<file path="src/hdl/assert_macros.svh">
// Assertion helpers shared by the RTL files.
// Every module that asserts has ports named clock and reset.
`ifndef ASSERT_MACROS_SVH
`define ASSERT_MACROS_SVH

// Expression holds at every clock edge outside reset.
`define ASSERT_ALWAYS(label, expr, msg) \
   label: assert property (@(posedge clock) disable iff (reset) (expr)) else $error(msg);

// Consequent holds in the cycle after the antecedent.
`define ASSERT_NEXT(label, ante, cons, msg) \
   label: assert property (@(posedge clock) disable iff (reset) (ante) |=> (cons)) \
      else $error(msg);

`endif

</file>
<file path="src/hdl/cst_pkg.sv">
package cst_pkg;

   // Number of byte slots in each character class register
   localparam int CLASS_CHARS = 8;
   localparam int CLASS_CNT_W = 4;

   // Characters with fixed meaning
   localparam logic [7:0] CH_SLASH = 8'h2F;
   localparam logic [7:0] CH_STAR  = 8'h2A;
   localparam logic [7:0] CH_NL    = 8'h0A;

   // Configuration register indexes
   localparam logic [1:0] CSR_SEPARATOR_CHARS = 2'd0;
   localparam logic [1:0] CSR_SEPARATOR_COUNT = 2'd1;
   localparam logic [1:0] CSR_DELIMITER_CHARS = 2'd2;
   localparam logic [1:0] CSR_DELIMITER_COUNT = 2'd3;

   // Up to three output words come from one text byte
   localparam int MAX_WORDS = 3;
   localparam int WORD_CNT_W = 2;

   // Bundle queue between front and back
   localparam int QUEUE_DEPTH = 4;
   localparam int QUEUE_PTR_W = $clog2(QUEUE_DEPTH);
   localparam int QUEUE_CNT_W = $clog2(QUEUE_DEPTH + 1);

   typedef struct packed {
      logic [7:0] token_byte;
      logic       token_end;
   } word_type;

   // All words caused by one text byte
   typedef struct packed {
      logic [WORD_CNT_W-1:0]      count;
      word_type [MAX_WORDS-1:0]   words;
   } bundle_type;

   // Queue status seen by its neighbors
   typedef struct packed {
      logic full;
      logic valid;
   } queue_status_type;

endpackage

</file>
<file path="src/hdl/cst_front.sv">
`include "assert_macros.svh"

module cst_front import cst_pkg::*; (
   input  logic                   clock,
   input  logic                   reset,
   input  logic                   req_push,
   output logic                   req_full,
   input  logic [7:0]             req_text_byte,
   input  logic                   req_end_of_text,
   input  logic                   csr_we,
   input  logic [1:0]             csr_index,
   input  logic [63:0]            csr_wdata,
   input  queue_status_type       q_status,
   output logic                   q_push,
   output bundle_type             q_data
);

   typedef enum logic [2:0] {
      MODE_NORMAL     = 3'd0,
      MODE_SLASH      = 3'd1,
      MODE_LINE       = 3'd2,
      MODE_BLOCK      = 3'd3,
      MODE_BLOCK_STAR = 3'd4
   } mode_type;

   // Held token byte together with the words gathered so far
   typedef struct packed {
      logic       held_valid;
      logic [7:0] held_byte;
      bundle_type bundle;
   } scan_type;

   mode_type                 mode_ff, mode_in;
   logic [7:0]               held_byte_ff, held_byte_in;
   logic                     held_valid_ff, held_valid_in;
   logic [63:0]              sep_chars_ff, delim_chars_ff;
   logic [CLASS_CNT_W-1:0]   sep_count_ff, delim_count_ff;
   logic                     accept;
   logic                     b_sep, b_delim, slash_sep, slash_delim;
   scan_type                 scan;

   // Byte matches one of the first count slots (count saturates)
   function automatic logic in_list(input logic [7:0] b, input logic [63:0] chars,
                                    input logic [CLASS_CNT_W-1:0] count);
      logic [CLASS_CNT_W-1:0] lim;
      logic                   hit;
      lim = (count > CLASS_CNT_W'(CLASS_CHARS)) ? CLASS_CNT_W'(CLASS_CHARS) : count;
      hit = 1'b0;
      for (int i = 0; i < CLASS_CHARS; i++) begin
         if ((CLASS_CNT_W'(i) < lim) && (chars[8*i +: 8] == b))
            hit = 1'b1;
      end
      return hit;
   endfunction

   // Append a word unless the bundle is full
   function automatic bundle_type add_word(input bundle_type bd, input logic [7:0] b,
                                           input logic e);
      bundle_type r;
      r = bd;
      if (bd.count < WORD_CNT_W'(MAX_WORDS)) begin
         r.words[bd.count].token_byte = b;
         r.words[bd.count].token_end  = e;
         r.count = bd.count + WORD_CNT_W'(1);
      end
      return r;
   endfunction

   // Separator closes the token, delimiter closes it and stands alone,
   // anything else extends it
   function automatic scan_type classify(input scan_type s, input logic [7:0] b,
                                         input logic sep, input logic delim);
      scan_type r;
      r = s;
      if (sep) begin
         if (s.held_valid)
            r.bundle = add_word(r.bundle, s.held_byte, 1'b1);
         r.held_valid = 1'b0;
      end else if (delim) begin
         if (s.held_valid)
            r.bundle = add_word(r.bundle, s.held_byte, 1'b1);
         r.held_valid = 1'b0;
         r.bundle = add_word(r.bundle, b, 1'b1);
      end else begin
         if (s.held_valid)
            r.bundle = add_word(r.bundle, s.held_byte, 1'b0);
         r.held_byte  = b;
         r.held_valid = 1'b1;
      end
      return r;
   endfunction

   // Class lookups
   assign b_sep       = in_list(req_text_byte, sep_chars_ff, sep_count_ff);
   assign b_delim     = in_list(req_text_byte, delim_chars_ff, delim_count_ff);
   assign slash_sep   = in_list(CH_SLASH, sep_chars_ff, sep_count_ff);
   assign slash_delim = in_list(CH_SLASH, delim_chars_ff, delim_count_ff);

   assign req_full = q_status.full;
   assign accept   = req_push && !q_status.full;

   // Comment scanner and classification of one byte
   always_comb begin
      scan.held_valid   = held_valid_ff;
      scan.held_byte    = held_byte_ff;
      scan.bundle       = '0;
      mode_in           = mode_ff;
      unique case (mode_ff)
         MODE_SLASH: begin
            if (req_text_byte == CH_SLASH) begin
               mode_in = MODE_LINE;
            end else if (req_text_byte == CH_STAR) begin
               mode_in = MODE_BLOCK;
            end else begin
               mode_in = MODE_NORMAL;
               scan = classify(scan, CH_SLASH, slash_sep, slash_delim);
               scan = classify(scan, req_text_byte, b_sep, b_delim);
            end
         end
         MODE_LINE: begin
            if (req_text_byte == CH_NL) begin
               mode_in = MODE_NORMAL;
               scan = classify(scan, req_text_byte, b_sep, b_delim);
            end
         end
         MODE_BLOCK: begin
            if (req_text_byte == CH_STAR)
               mode_in = MODE_BLOCK_STAR;
         end
         MODE_BLOCK_STAR: begin
            if (req_text_byte == CH_SLASH)
               mode_in = MODE_NORMAL;
            else if (req_text_byte != CH_STAR)
               mode_in = MODE_BLOCK;
         end
         default: begin
            mode_in = MODE_NORMAL;
            if (req_text_byte == CH_SLASH)
               mode_in = MODE_SLASH;
            else
               scan = classify(scan, req_text_byte, b_sep, b_delim);
         end
      endcase

      // End of text flushes a pending slash and the held byte
      if (req_end_of_text) begin
         if (mode_in == MODE_SLASH)
            scan = classify(scan, CH_SLASH, slash_sep, slash_delim);
         if (scan.held_valid)
            scan.bundle = add_word(scan.bundle, scan.held_byte, 1'b1);
         mode_in         = MODE_NORMAL;
         scan.held_byte  = 8'd0;
         scan.held_valid = 1'b0;
      end

      held_byte_in  = scan.held_byte;
      held_valid_in = scan.held_valid;
   end

   // Only words are queued; bytes with no output leave nothing behind
   assign q_push = accept && (scan.bundle.count != '0);
   assign q_data = scan.bundle;

   // Scanner state and configuration registers
   always_ff @(posedge clock) begin
      if (reset) begin
         mode_ff        <= MODE_NORMAL;
         held_byte_ff   <= 8'd0;
         held_valid_ff  <= 1'b0;
         sep_chars_ff   <= '0;
         sep_count_ff   <= '0;
         delim_chars_ff <= '0;
         delim_count_ff <= '0;
      end else begin
         if (accept) begin
            mode_ff       <= mode_in;
            held_byte_ff  <= held_byte_in;
            held_valid_ff <= held_valid_in;
         end
         if (csr_we) begin
            unique case (csr_index)
               CSR_SEPARATOR_CHARS: sep_chars_ff   <= csr_wdata;
               CSR_SEPARATOR_COUNT: sep_count_ff   <= csr_wdata[CLASS_CNT_W-1:0];
               CSR_DELIMITER_CHARS: delim_chars_ff <= csr_wdata;
               CSR_DELIMITER_COUNT: delim_count_ff <= csr_wdata[CLASS_CNT_W-1:0];
               default: ;
            endcase
         end
      end
   end

   // Last byte of the text always leaves the scanner clean
   `ASSERT_NEXT(a_eot_clears, accept && req_end_of_text, !held_valid_ff && mode_ff == MODE_NORMAL, "scanner not cleared after end of text")

endmodule

</file>
<file path="src/hdl/cst_queue.sv">
`include "assert_macros.svh"

module cst_queue import cst_pkg::*; (
   input  logic             clock,
   input  logic             reset,
   input  logic             push,
   input  bundle_type       push_data,
   input  logic             pop,
   output bundle_type       head,
   output queue_status_type status
);

   bundle_type               entry_ff [QUEUE_DEPTH];
   logic [QUEUE_PTR_W-1:0]   wr_ptr_ff, rd_ptr_ff;
   logic [QUEUE_CNT_W-1:0]   count_ff;
   logic                     do_push, do_pop;

   assign status.full  = (count_ff == QUEUE_CNT_W'(QUEUE_DEPTH));
   assign status.valid = (count_ff != '0);
   assign head         = entry_ff[rd_ptr_ff];

   assign do_push = push && !status.full;
   assign do_pop  = pop && status.valid;

   // Storage
   always_ff @(posedge clock) begin
      if (do_push)
         entry_ff[wr_ptr_ff] <= push_data;
   end

   // Pointers and fill count
   always_ff @(posedge clock) begin
      if (reset) begin
         wr_ptr_ff <= '0;
         rd_ptr_ff <= '0;
         count_ff  <= '0;
      end else begin
         if (do_push)
            wr_ptr_ff <= wr_ptr_ff + QUEUE_PTR_W'(1);
         if (do_pop)
            rd_ptr_ff <= rd_ptr_ff + QUEUE_PTR_W'(1);
         if (do_push && !do_pop)
            count_ff <= count_ff + QUEUE_CNT_W'(1);
         else if (do_pop && !do_push)
            count_ff <= count_ff - QUEUE_CNT_W'(1);
      end
   end

   `ASSERT_ALWAYS(a_count_range, count_ff <= QUEUE_CNT_W'(QUEUE_DEPTH), "queue count beyond depth")
   `ASSERT_NEXT(a_push_grows, do_push && !do_pop, count_ff == $past(count_ff) + QUEUE_CNT_W'(1), "queue count did not grow on push")

endmodule

</file>
<file path="src/hdl/cst_back.sv">
`include "assert_macros.svh"

module cst_back import cst_pkg::*; (
   input  logic             clock,
   input  logic             reset,
   input  bundle_type       q_head,
   input  queue_status_type q_status,
   output logic             q_pop,
   output logic             rsp_empty,
   input  logic             rsp_pop,
   output logic [7:0]       rsp_token_byte,
   output logic             rsp_token_end,
   output logic             rsp_run_last
);

   bundle_type              cur_ff, cur_in;
   logic [WORD_CNT_W-1:0]   idx_ff, idx_in;
   logic                    busy_ff, busy_in;
   logic                    last, take;

   // Current word of the bundle in service
   assign last           = (idx_ff == cur_ff.count - WORD_CNT_W'(1));
   assign rsp_empty      = !busy_ff;
   assign rsp_token_byte = cur_ff.words[idx_ff].token_byte;
   assign rsp_token_end  = cur_ff.words[idx_ff].token_end;
   assign rsp_run_last   = last;

   assign take  = rsp_pop && busy_ff;
   assign q_pop = q_status.valid && (!busy_ff || (take && last));

   // Next bundle loads as the last word of this one leaves
   always_comb begin
      cur_in  = cur_ff;
      idx_in  = idx_ff;
      busy_in = busy_ff;
      if (q_pop) begin
         cur_in  = q_head;
         idx_in  = '0;
         busy_in = 1'b1;
      end else if (take) begin
         if (last)
            busy_in = 1'b0;
         else
            idx_in = idx_ff + WORD_CNT_W'(1);
      end
   end

   always_ff @(posedge clock) begin
      cur_ff <= cur_in;
      if (reset) begin
         idx_ff  <= '0;
         busy_ff <= 1'b0;
      end else begin
         idx_ff  <= idx_in;
         busy_ff <= busy_in;
      end
   end

   `ASSERT_ALWAYS(a_idx_in_bundle, !busy_ff || (idx_ff < cur_ff.count), "word index past bundle")
   `ASSERT_NEXT(a_idx_steps, take && !last, busy_ff && idx_ff == $past(idx_ff) + WORD_CNT_W'(1), "word index did not advance")

endmodule

</file>
<file path="src/hdl/comment_stripping_tokenizer.sv">
// Streaming tokenizer with C comment removal. One text byte is accepted per
// clock while req_full is low; the front scanner resolves comments and byte
// classes in that cycle and writes the zero to three token words it causes into
// a four-entry bundle queue. The back end hands out one token word per clock on
// the rsp_ side while rsp_pop is high and rsp_empty is low. The first word of a
// byte is registered in a queue entry and then in cur_ff before it appears. The
// newest token byte and a lone '/' are held until a later byte settles them, and
// end_of_text flushes both. The user must write separator and delimiter lists
// through csr_ only while the block is idle; the block does not enforce this.
module comment_stripping_tokenizer import cst_pkg::*; (
   input  logic         clock,
   input  logic         reset,
   input  logic         req_push,
   output logic         req_full,
   input  logic [7:0]   req_text_byte,
   input  logic         req_end_of_text,
   output logic         rsp_empty,
   input  logic         rsp_pop,
   output logic [7:0]   rsp_token_byte,
   output logic         rsp_token_end,
   output logic         rsp_run_last,
   input  logic         csr_we,
   input  logic [1:0]   csr_index,
   input  logic [63:0]  csr_wdata
);

   queue_status_type q_status;
   bundle_type       q_in_data, q_head;
   logic             q_push, q_pop;

   // Scanner and classifier
   cst_front u_front (
      .clock           (clock),
      .reset           (reset),
      .req_push        (req_push),
      .req_full        (req_full),
      .req_text_byte   (req_text_byte),
      .req_end_of_text (req_end_of_text),
      .csr_we          (csr_we),
      .csr_index       (csr_index),
      .csr_wdata       (csr_wdata),
      .q_status        (q_status),
      .q_push          (q_push),
      .q_data          (q_in_data)
   );

   // Word bundles waiting for output
   cst_queue u_queue (
      .clock     (clock),
      .reset     (reset),
      .push      (q_push),
      .push_data (q_in_data),
      .pop       (q_pop),
      .head      (q_head),
      .status    (q_status)
   );

   // One word per clock to the consumer while it pops and words are waiting
   cst_back u_back (
      .clock          (clock),
      .reset          (reset),
      .q_head         (q_head),
      .q_status       (q_status),
      .q_pop          (q_pop),
      .rsp_empty      (rsp_empty),
      .rsp_pop        (rsp_pop),
      .rsp_token_byte (rsp_token_byte),
      .rsp_token_end  (rsp_token_end),
      .rsp_run_last   (rsp_run_last)
   );

endmodule
</file>
<file path="config.mk">
export PLATFORM = sky130hd
export DESIGN_NAME = comment_stripping_tokenizer
export DESIGN_NICKNAME = d
export VERILOG_FILES = /design/src/hdl/cst_pkg.sv /design/src/hdl/cst_front.sv /design/src/hdl/cst_queue.sv /design/src/hdl/cst_back.sv /design/src/hdl/comment_stripping_tokenizer.sv
export VERILOG_INCLUDE_DIRS = /design/src /design/src/hdl
export SDC_FILE = /design/constraint.sdc
export NUM_CORES = 1
export LEC_CHECK = 0
export BUFFER_PORTS_ARGS = -buffer_cell sky130_fd_sc_hd__buf_2
export CORE_MARGIN = 2
export CORE_UTILIZATION = 57
export CTS_BUF_LIST = sky130_fd_sc_hd__clkbuf_8
export CTS_CLUSTER_SIZE = 14
export DETAILED_ROUTE_END_ITERATION = 10
export PLACE_DENSITY = 0.75
export SLEW_MARGIN = 40
export SYNTH_ARGS = -nofsm -noshare
export SYNTH_HDL_FRONTEND = slang
export SYNTH_HIERARCHICAL = 1
export SYNTH_SLANG_ARGS = --single-unit
</file>
<file path="constraint.sdc">
create_clock -name clock -period 4.9 [get_ports clock]
set_input_delay 0.49 -clock clock [delete_from_list [all_inputs] [get_ports clock]]
set_output_delay 0.49 -clock clock [all_outputs]
set_load 0.01 [all_outputs]
</file>
==> impl_metrics.tcl, run 1 <==
set metrics [dict create \
    worstHoldStart "csr_wdata[26]" \
    clock_sinks 305 \
    cap_violations 0 \
    power_frac_seq 0.493 \
    power_switching_uw 1770 \
    antenna_found_initial 0 \
    die_h_um 168.2 \
    synth_edf_count 145 \
    gp_congestion 0.9574 \
    ys_warn_count 6 \
    r2r-start "u_front/delim_count_ff[2]" \
    core_mm2 0.02673 \
    drtIter0Drc 1044 \
    layout-drive-gt1-share 0.2070 \
    hold_class "in2reg" \
    ctsLongestPathBuffers 3 \
    vdd_drop_max_uv 229.0 \
    syn-instance-count 1538 \
    io_pins 92 \
    firstDrtPassIters 5 \
    min_period_ps 4556 \
    drt-vias-per-instance 6.064 \
    p_int_uw 4607 \
    crit_path_start_kind "register" \
    skew_ps 26.70 \
    async_flop_share 0 \
    synth_cell_types 91 \
    seq_area_frac_synth 0.4917 \
    reg2reg_slack_ps 340 \
    netlist_area_mm2 0.01537 \
    reg2reg_to "u_queue/count_ff[2]" \
    die_w_um 168.2 \
    post-place-cells 1929 \
    n_fill_cell 2092 \
    total_power_uw 6376 \
    switching_share 0.2775 \
    ctsHoldBuffers 0 \
    worstMarginPinSlew_ps 837.0 \
    rsz0062_at_grt "false" \
    path_class "reg2reg" \
    grt_pass1_wl_mm 64.05 \
    status "finished clean" \
    powerDensity_mw_per_mm2 364.9 \
    cp.arrival_ps 5060 \
    nets 1727 \
    grt_usage 0.2852 \
    vias 12230 \
    area_growth_pct 13.68 \
    comb_power_share 0.172 \
    root_buffer "clkbuf_8" \
    grt_max_degree 86 \
    p_leak_uw 0.006285 \
    cts.clk_slew.worst_paths_ps 60 \
    wl_mm 40.58 \
    setup.worst_path.end "u_queue/count_ff[2]" \
    cts_buffers 48 \
    fin_crit_sh 0.9297 \
    maxSlewHeadroom 0.4420 \
    drv_slew 0 \
    max_freq_ghz 0.2195 \
    first_global_vias 11820 \
    yosys_most_used_dff "dfxtp_1" \
    start_util 0.5751 \
    hold_viol 0 \
    diodes 0 \
    clock_latency_ps 590 \
    worstPathMaxFanout 5 \
    dp_hpwl_mm 28.28 \
    syn-num-nets 1626 \
    ys_seq_elements 305 \
    fp-row-count 60 \
    die_area_mm2 0.02829 \
    crit_path_end_kind "register" \
    ant_nets 0 \
    portBuffers 91 \
    r2r_cells 22 \
    cts_tree "yes" \
    drc 0 \
    post_drt_wl_per_cell_um 20.12 \
    worstPathRequired_ps 5400 \
    synth.avg_cell_area_um2 9.993 \
    grt-ovfl-total 0 \
    clkPwrFrac 0.335 \
    crit_start "u_front/delim_count_ff[2]" \
    htree_num_levels 2 \
    setup_viol 0 \
    final_cell_count_no_fill 2017 \
    whs_ps 155.1 \
]
-- final cells by class --
class | instances | area, um2 | share of cell area
clock buffer | 58 | 798.3 | 0.04569
tap | 341 | 426.7 | 0.02442
multi-input combinational | 1079 | 7131 | 0.4081
clock inverter | 29 | 172.7 | 0.009883
timing repair buffer | 185 | 1301 | 0.07448
sequential | 305 | 7562 | 0.4328
inverter | 20 | 80.08 | 0.004583
-- cell usage after synthesis, types with 7 or more instances --
cell,n,area (um2)
nand2_1,304,1141
a21oi_1,167,835.8
dfxtp_1,160,3203
edfxtp_1,145,4354
xnor2_1,70,613.1
xor2_1,67,586.8
nor2_1,58,217.7
clkbuf_1,55,206.5
buf_4,42,315.3
mux4_2,28,630.6
nand3_1,26,130.1
mux2i_1,25,250.2
nor4_1,24,150.1
nor3_1,23,115.1
nand4_1,22,137.6
buf_2,20,100.1
inv_1,19,71.32
o21ai_0,18,90.09
o21ai_1,14,70.07
o22ai_1,13,81.33
a31oi_1,12,75.07
nand4b_1,12,105.1
a22oi_1,11,82.58
nand2b_1,10,62.56
or4bb_1,10,112.6
and2_1,9,56.30
buf_6,9,101.4
o21a_1,8,60.06
or3_1,8,50.05
a21o_1,7,52.55
buf_1,7,26.28
ha_1,7,87.58
-- placed cells by master, fill, tap and decap left out, drive strengths merged, types with 7 or more instances in the layout --
master and count:
nand4 22, and2 9, nor3b 7, o21a 8, a21oi 167, a31oi 12, a22oi 12, o22ai 14
clkinv 18, xnor2 71, mux4 29, nor4 27, nand2 305, clkbuf 58, nand4b 12, dfxtp 160
o21ai 32, buf 185, xor2 67, a21o 7, or3 8, nand2b 10, inv 28, nor3 25
nand3 27, nor2 61, ha 7, mux2i 25, edfxtp 145, or4bb 10
-- critical path, cell delays in order (launching register included) --
cell,delay (ps)
dfxtp_2,360
buf_4,180
a31oi_4,230
nor3_2,90
nor4_2,280
and2_4,230
inv_6,40
ha_4,280
nand4_1,120
nor3b_2,180
o221a_4,230
a311oi_4,280
maj3_2,250
o22ai_1,90
a21oi_2,180
inv_1,90
nor2_2,130
ha_1,180
inv_1,60
fa_1,370
xor2_1,170
or3_1,300
a21oi_1,140
-- kinds of logic (layout without fill, tap and decap cells) --
kind of cell    count (synthesis)  after routing  synth area share
simple gates                  559            559            0.1775
compound gates                318            318            0.1289
flops                         305            305            0.4917
buf+inv                       154            292           0.05528
xor+xnor                      138            138           0.07913
mux                            55             55           0.05975
fa+ha+maj                       9              9          0.007652
-- power by group through the flow --
stage	Combinational, uW	Sequential, uW	Clock, uW
2_1_floorplan	778	3150	0
6_report	1100	3140	2140
3_5_place_dp	1090	3200	0
5_1_grt	1190	3170	2290
4_1_cts	1090	3140	2180
3_3_place_gp	1060	3180	0
-- timing repair --
item | in CTS | in global routing
endpoints found under the hold margin | 0 | 0
endpoints found under the setup margin | 1 | 2
setup buffers | 0 | 1
gates resized for setup | 2 | 30
pin swaps | 0 | 5
-- flip-flops by register name (all words and copies together) (netlist names), named ones only --
| signal | flops |
|---|---|
| u_queue/entry_ff | 116 |
| u_front/delim_chars_ff | 64 |
| u_front/sep_chars_ff | 64 |
| u_back/cur_ff | 29 |
| u_front/held_byte_ff | 8 |
| u_front/delim_count_ff | 4 |
| u_front/sep_count_ff | 4 |
| u_front/mode_ff | 3 |
| u_queue/count_ff | 3 |
| u_back/idx_ff | 2 |
| u_queue/rd_ptr_ff | 2 |
| u_queue/wr_ptr_ff | 2 |
| u_back/busy_ff | 1 |
| u_front/held_valid_ff | 1 |
-- metrics by stage --
stage / util / instance area (um2) / TNS (ps) / setup WS (ps)
detailed placement: 0.6114 / 16340 / -42.99 / -42.99
floorplan: - / 15370 / 0 / 72.20
CTS: 0.6482 / 17320 / 0 / 1.150
finish: 0.6537 / 17470 / 0 / 344.4
global placement: 0.6114 / 16340 / 0 / 64.21
global route: 0.6537 / 17470 / 0 / 58.85
-- layer usage --
metal	share of wire	routed length, um	vias to the layer above	global-route usage
met4	0.031	1264	0	0.1046
met5	0	0	-	0
met2	0.48	19650	531	0.4775
met3	0.072	2935	113	0.04607
li1	-	-	5696	-
met1	0.41	16740	5891	0.3761
-- how the worst min path moves through the flow --
stage	to	cells after the start
finish	u_front/sep_chars_ff[26]	3
floorplan	u_front/held_byte_ff[2]	2
CTS	u_front/sep_chars_ff[20]	3
global placement	u_front/delim_chars_ff[14]	2
global route	u_front/delim_chars_ff[25]	3
detailed placement	u_front/sep_chars_ff[45]	2
(Power assumes the default switching activity.)
==> run 2, diff against run 1 <==
--- a/config.mk
+++ b/config.mk
@@ -7,12 +7,15 @@
 export NUM_CORES = 1
 export LEC_CHECK = 0
 export BUFFER_PORTS_ARGS = -buffer_cell sky130_fd_sc_hd__buf_2
+export CELL_PAD_IN_SITES_DETAIL_PLACEMENT = 1
+export CELL_PAD_IN_SITES_GLOBAL_PLACEMENT = 1
 export CORE_MARGIN = 2
-export CORE_UTILIZATION = 57
+export CORE_UTILIZATION = 45
 export CTS_BUF_LIST = sky130_fd_sc_hd__clkbuf_8
 export CTS_CLUSTER_SIZE = 14
 export DETAILED_ROUTE_END_ITERATION = 10
 export PLACE_DENSITY = 0.75
+export RECOVER_POWER = 25
 export SLEW_MARGIN = 40
 export SYNTH_ARGS = -nofsm -noshare
 export SYNTH_HDL_FRONTEND = slang
==> run 2 against run 1 <==
  * The flow now finishes with violations (max-capacitance violations, max-slew violations)
  * Clock skew grew 19 ps
  * Flip-flop and latch count unchanged
  * Fmax is 1.8% lower
  * Critical path depth fell by 1
  * Total power grew 3.6%
  * Final cell count is 7.9% higher
  * Combinational power about the same
  * Worst setup slack lost 85 ps
  * Via count is 1.5% higher
  * Critical endpoint unchanged
  * Largest cell class unchanged
==> impl_metrics.tcl, run 2 (synthesized netlist as in run 1, its figures left out) <==
set metrics [dict create \
    status "complete, but fails checks" \
    violations "max-capacitance violations, max-slew violations" \
    path_class "reg2reg" \
    layout-drive-gt1-share 0.2235 \
    gp_congestion 0.9367 \
    root_buffer "clkbuf_8" \
    min_period_ps 4640 \
    final_cell_count_no_fill 2176 \
    portBuffers 91 \
    worstHoldStart "csr_wdata[47]" \
    top_regs "u_queue/entry_ff (116), u_front/delim_chars_ff (64), u_front/sep_chars_ff (64)" \
    crit_start "u_front/sep_count_ff[3]" \
    r2r-start "u_front/sep_count_ff[3]" \
    grt_pass1_wl_mm 74.71 \
    crit_path_end_kind "register" \
    largest_register_ffs 116 \
    die_h_um 188.8 \
    whs_ps 119.4 \
    grt_usage 0.2701 \
    finalSetupTns_ps 0 \
    die_w_um 188.8 \
    total_power_uw 6608 \
    post_drt_wl_per_cell_um 22.07 \
    htree_num_levels 2 \
    core_mm2 0.03362 \
    p_leak_uw 0.006499 \
    max_freq_ghz 0.2155 \
    cp_cell_sequence "or2_4 > nor2_2 > a211o_1 > o21ai_1 > or4_4 > buf_4 > o31ai_1 > buf_4 > nor3_1 > nor2_1 > o22ai_1 > a21oi_1 > buf_4 > inv_1 > nor2_2 > ha_2 > inv_1 > fa_2 > xor2_1 > or3_1 > a21oi_1" \
    pre_cts_ws_ps -362.9 \
    power_frac_seq 0.481 \
    n_fill_cell 3754 \
    seqCellArea_mm2 0.007570 \
    hold_class "in2reg" \
    start_util 0.4572 \
    drc 0 \
    drt-vias-per-instance 5.704 \
    slowest_delay_ps 590 \
    crit_slowest_cell "or4_4" \
    switching_share 0.2879 \
    grt_max_degree 65 \
    setup_viol 0 \
    mostFrequentLayoutCells "304 x nand2_1, 165 x a21oi_1, 154 x dfxtp_1" \
    ctsLongestPathBuffers 3 \
    setup_slack_ps 259.9 \
    multi_input_area_mm2 0.007088 \
    crit_path_start_kind "register" \
    worstPathRequired_ps 5420 \
    grt-ovfl-total 0 \
    comb_power_share 0.170 \
    area_growth_pct 16.31 \
    io_pins 92 \
    cts.clk_slew.worst_paths_ps 70 \
    cts_tree "yes" \
    path_common_cell "buf_4" \
    rsz0062_at_grt "false" \
    wl_mm 48.02 \
    worstPathMaxFanout 10 \
    vdd_drop_max_uv 378.0 \
    clock_latency_ps 620 \
    powerDensity_mw_per_mm2 369.7 \
    clock_sinks 305 \
    skew_ps 45.90 \
    hold_viol 0 \
    layout.cells.most_common "nand2_1" \
    ctsHoldBuffers 0 \
    clkPwrFrac 0.349 \
    fin_crit_sh 0.9470 \
    crit_family "simple AND/OR/NAND/NOR gates" \
    drtIter0Drc 653 \
    worst-path-buf-inv 5 \
    antenna_found_initial 1 \
    post-place-cells 2071 \
    power_switching_uw 1902 \
    maxSlewHeadroom -1.118 \
    fp-row-count 67 \
    vias 12410 \
    top_register "u_queue/entry_ff" \
    drv_slew 213 \
    p_int_uw 4706 \
    cap_violations 4 \
    worstMarginPinSlew_ps 3176 \
    cp.arrival_ps 5160 \
    die_area_mm2 0.03565 \
    firstDrtPassIters 5 \
    ant_nets 0 \
    dp_hpwl_mm 34.68 \
    first_global_vias 13150 \
    cts_buffers 52 \
    nets 1771 \
]
==> run 2: worst paths after layout <==
kind                                              endpoint  slack, ps  cells after the start
worst max register to register         u_queue/count_ff[2]        260                     21
worst min register to register  u_front/delim_chars_ff[55]        480                      2
worst max-delay path                   u_queue/count_ff[2]        260                     21
worst min-delay path              u_front/sep_chars_ff[47]        120                      3
==> run 2: timing repair <==
action / CTS / global route
cloned: 0 / 0
pin swaps: 7 / 14
resized for setup: 18 / 14
setup endpoints to repair: 108 / 2
buffers inserted: 2 / 4
==> run 2: power groups by stage <==
stage	Clock, uW	Sequential (uW)	Combinational, uW
floorplan	0	3150	778
global placement	0	3210	1060
detailed placement	0	3240	1120
CTS	2360	3190	1130
global route	2460	3210	1230
finish	2310	3180	1120
==> run 2: area by class of cell <==
type                    instances  share of cell area
multi-input cells            1079              0.3965
inverters                      20            0.004480
clock inverters                39             0.01337
diodes                          1           0.0001400
repair buffers                225             0.08525
clock buffers                  59             0.04543
flip-flops and latches        305              0.4235
well taps                     448             0.03136
==> run 2: worst min-delay path, stage by stage <==
cell and delay [ps]:
buf_2 100, nand2_1 50, a21oi_1 50
==> run 2: layer usage <==
layer | GRT usage | wire length [um] | vias to the layer above
li1 | - | - | 5791
met1 | 0.3421 | 20450 | 6165
met2 | 0.4651 | 23590 | 335
met3 | 0.03986 | 2269 | 121
met4 | 0.1067 | 1714 | 0
met5 | 0 | 0 | -
==> run 2: per-stage QoR <==
step | utilization | instance area, um2
floorplan | - | 15370
global placement | 0.4961 | 16680
detailed placement | 0.4961 | 16680
CTS | 0.5301 | 17820
global route | 0.5317 | 17870
finish | 0.5318 | 17880
